--- config.mk ---
export PLATFORM = sky130hd
export DESIGN_NAME = pdc_ram
export DESIGN_NICKNAME = d
export VERILOG_FILES = /design/src/rtl/pdc_ram.sv
export SDC_FILE = /design/constraint.sdc
export NUM_CORES = 2
export LEC_CHECK = 0
export BUFFER_PORTS_ARGS = -buffer_cell sky130_fd_sc_hd__buf_2
export CAP_MARGIN = 10
export CORE_MARGIN = 8
export CORE_UTILIZATION = 55
export CTS_CLUSTER_SIZE = 28
export DETAILED_ROUTE_END_ITERATION = 7
export HOLD_SLACK_MARGIN = 0.08
export PLACE_DENSITY = 0.73
export SLEW_MARGIN = 25
export SYNTH_ARGS = -nofsm -noshare
export SYNTH_HDL_FRONTEND = slang
export SYNTH_SLANG_ARGS = --single-unit
--- constraint.sdc ---
create_clock -name clock -period 1.9 [get_ports clock]
set_input_delay 0.095 -clock clock [delete_from_list [all_inputs] [get_ports clock]]
set_output_delay 0.095 -clock clock [all_outputs]
set_load 0.01 [all_outputs]
--- src/rtl/pdc_ram.sv ---
module pdc_ram #(
   parameter int WIDTH = 8,
   parameter int DEPTH = 256
) (
   input  logic                     clock,
   input  logic                     wr_en,
   input  logic [$clog2(DEPTH)-1:0] wr_addr,
   input  logic [WIDTH-1:0]         wr_data,
   input  logic [$clog2(DEPTH)-1:0] rd_addr,
   output logic [WIDTH-1:0]         rd_data
);

   logic [WIDTH-1:0] mem [DEPTH];

   always_ff @(posedge clock) begin
      if (wr_en) begin
         mem[wr_addr] <= wr_data;
      end
      rd_data <= mem[rd_addr];
   end

endmodule

# After elaboration in Yosys (flattened, before gate mapping)
# Memory sizes are Yosys's and may differ from the RTL's. A register that Yosys moved wholly into a read port is not among the register bits.
# Index checks and enable logic that the tools add are counted.
dict set report totals {
  register_bits 0
  ramBits 2048
  input_bits 26
  out_inout_bits 8
  wordCells 3
  mem_count 1
}
# memory words width rd rd_ports_with_merged_regs wr line_no
set memory_table {}
lappend memory_table {mem 256 8 1 1 1 13} ;# logic [WIDTH-1:0] mem [DEPTH];
dict set report classes {
  muxes 2
}
# op n
set ops {}
lappend ops {{$mux 1} 2}

# Depth between registers and ports, before layout
dict set report logic_depth {
  word_depth 2
  depth_mapped 11
  ltp_nobuf 6
}

# Least setup slack after synthesis
# Ideal clock, no wire load.
dict set report synth_path {
  path_kind {input-to-reg}
  start {in rd_addr[0]}
  end {reg rd_data[2] (read register of mem)}
  t_arrival_ns 1.902
  setup_slack_ns -0.133
  path_stages 9
  n_path_buf 4
  cell_sequence {buf_6 buf_12 buf_8 buf_2 mux4_2 a22oi_1 a21oi_1 nor4_1 nor4_2}
}
# element line_no
set synth_lines {}
lappend synth_lines {{start, declared} 9} ;# input logic [$clog2(DEPTH)-1:0] rd_addr,
lappend synth_lines {{end, declared} 10} ;# output logic [WIDTH-1:0] rd_data

==> metrics.cfg <==
[die]
initial_utilization_pct=55.4
ios=34
die_w_um=396
die-height_um=396
fp-row-count=139
die-area_um2=157000
core_area_um2=144000

[place]
gp_congestion=0.894
post-dp-hpwl_mm=127
io_buffers=33
dp_slack_ns=-1.36
dpl_cell_area_um2=87400

[synth]
async_reset_ff_share_pct=0
synth_ff_type=edfxtp_1
synth_edf_count=2048
avgSynthCellArea_um2=21.3
yosysTopAreaCell=edfxtp_1
synth.area.top_cells=edfxtp_1 77%, mux4_2 13%, mux2i_1 1.7%
synth.yosys.seq_area_share_pct=77.5
ys_seq_elements=2056
synthCells=3733
synth_nets=3759
synth_warnings=0
yosys.area.top_type_share_pct=77.3
yosysUniqueCellTypes=55
synth_area_um2=79600

[route]
viasPerCell=6.36
initialDrtViolationCount=5569
vias=41700
post_drt_wl_per_cell_um=30.0
wl_mm=197
dr.pass1.iters=5
post-route-drc-count=0
ant_nets=0

[run_status]
violations=negative setup slack
status=finished with violations

[power]
clkPwrFrac_pct=40.8
p_leak_nw=30.7
switching_share_pct=21.0
p_int_mw=74.0
finalPower_mw=93.6
p_per_area_nw_per_um2=994
p_comb_share_pct=5.7
peakVddDrop_uv=1190
p_switching_mw=19.6
seq_power_share_pct=53.5

[grt]
grt_pass1_vias=41900
grt_max_degree=81
grt_pass1_wl_mm=286
grt_remaining_overflow=0
antenna_found_initial=15
grt_usage_pct=24.7

[final_layout]
drive_gt1_share_pct=33.8
syn_to_final_growth_pct=18.4
final_cell_mix=2,048 x edfxtp_1, 653 x buf_4, 455 x mux4_2, 276 x nor2_1, 199 x clkbuf_16
layout_commonest_cell=edfxtp_1
final_area_um2=94200
nNetsFinal=4508
fillCellCount=9084

[timing]
max_freq_ghz=0.430
worst_slew_pin_slew_ns=0.648
setup_viol=8
clock_skew_ns=0.0373
maxSlewViolCount=0
finalCritPeriodShare_pct=123
rsz0062_at_grt=true
min_period_ns=2.33
setup_tns_ns=-2.36
relSlewSlack_pct=56.4
setup_ws_ns=-0.428
finalHoldViolations=0
whs_ns=0.223

[clock_network]
clockBufferDepth=3
post_cts_buffers=0
cts_sinks=2056
cts_buffers=195
cts_tree=built
clk_latency_ns=0.82
clk_pin_slew_worst_paths_ns=0.06
root_buffer=clkbuf_16
h-tree-depth=4

[critical_path]
crit_type=reg -> reg
end_kind=flop
cp-start-kind=flop
critPathMaxFanout=1
worstPathArrival_ns=3.03
cp_data_required_time_ns=2.60

[flow_run]
maxCapViolCount=0

[worst_hold_path]
hold_path_class=in -> reg

[kinds of logic after synthesis]
group | share of synthesized area [%]
simple gates | 2.63
compound gates | 3.42
flops | 77.5
buf+inv | 1.83
mux | 14.6
[worst paths after layout]
kind / startpoint / to / slack, ns / cells past startpoint
max reg2reg: mem[66][0] / rd_data[0] / -0.43 / 6
min: rd_addr[4] / rd_data[6] / 0.22 / 5
max: mem[66][0] / rd_data[0] / -0.43 / 6
min reg2reg: mem[40][3] / rd_data[3] / 1.09 / 7
[stage by stage]
stage | std cells | util (%)
floorplan | 3733 | -
global placement | 6170 | 60.8
detailed placement | 6170 | 60.8
CTS | 6551 | 65.5
global route | 6554 | 65.6
finish | 6557 | 65.6
[critical path: stages, from the launching register on]
cell	delay [ns]
edfxtp_1	0.38
mux4_2	0.49
mux4_2	0.55
nor2b_4	0.17
nor4_4	0.35
buf_4	0.23
nor4_2	0.04
[timing repair]
item / in CTS / in global routing
pin swaps: 22 / 18
endpoints found under the setup margin: 8 / 154
endpoints found under the hold margin: 2023 / 0
hold buffers: 18 / 0
gates resized for setup: 47 / 17
[power groups by stage]
stage,Combinational [mW],Sequential (mW),Clock (mW)
floorplan,2.50,51.0,0
global placement,5.04,51.0,0
detailed placement,5.14,51.1,0
CTS,5.31,50.1,38.6
global route,5.59,50.1,40.3
finish,5.35,50.1,38.2
[Yosys cell counts (3+ instances only)]
cell type  count
edfxtp_1    2048
mux4_2       454
nor2_1       282
mux2i_1      134
a22oi_1      133
clkbuf_1     111
a21oi_1       96
o221ai_1      46
nand3_1       34
nand2_1       33
buf_2         31
nor2b_1       31
o22ai_1       28
buf_4         27
nor4_1        24
buf_1         22
nor3_1        22
buf_6         21
a211oi_1      16
a221oi_1      13
buf_8         13
nand4_1       10
o211ai_1      10
o21ai_0       10
a22o_1         8
buf_12         8
dfxtp_1        8
nand2b_1       8
and2_1         6
o22a_1         5
o32ai_1        4
or2_2          4
nor4_2         3
[layer usage]
metal	wire length [um]	part of all wire, %	GRT usage [%]
met1	73700	37	33.8
met4	6870	3.5	8.31
met2	96600	49	40.2
met3	19300	9.8	5.23
met5	77	0.039	0
[state kept, by name (all words and copies together), names as in the netlist]
signal	flops
mem	2048
rd_data	8
[layout make-up]
cell class | count | area (um2) | area share, %
Inverter | 2 | 7.51 | 0.00797
Sequential cell | 2056 | 61700 | 65.5
Tap cell | 1903 | 2380 | 2.53
Clock inverter | 114 | 1080 | 1.15
Clock buffer | 249 | 5200 | 5.52
Antenna cell | 6 | 15.0 | 0.0159
Timing Repair Buffer | 785 | 6990 | 7.42
Multi-Input combinational cell | 1442 | 16900 | 17.9
No activity file was read; power rests on OpenSTA's default activity.
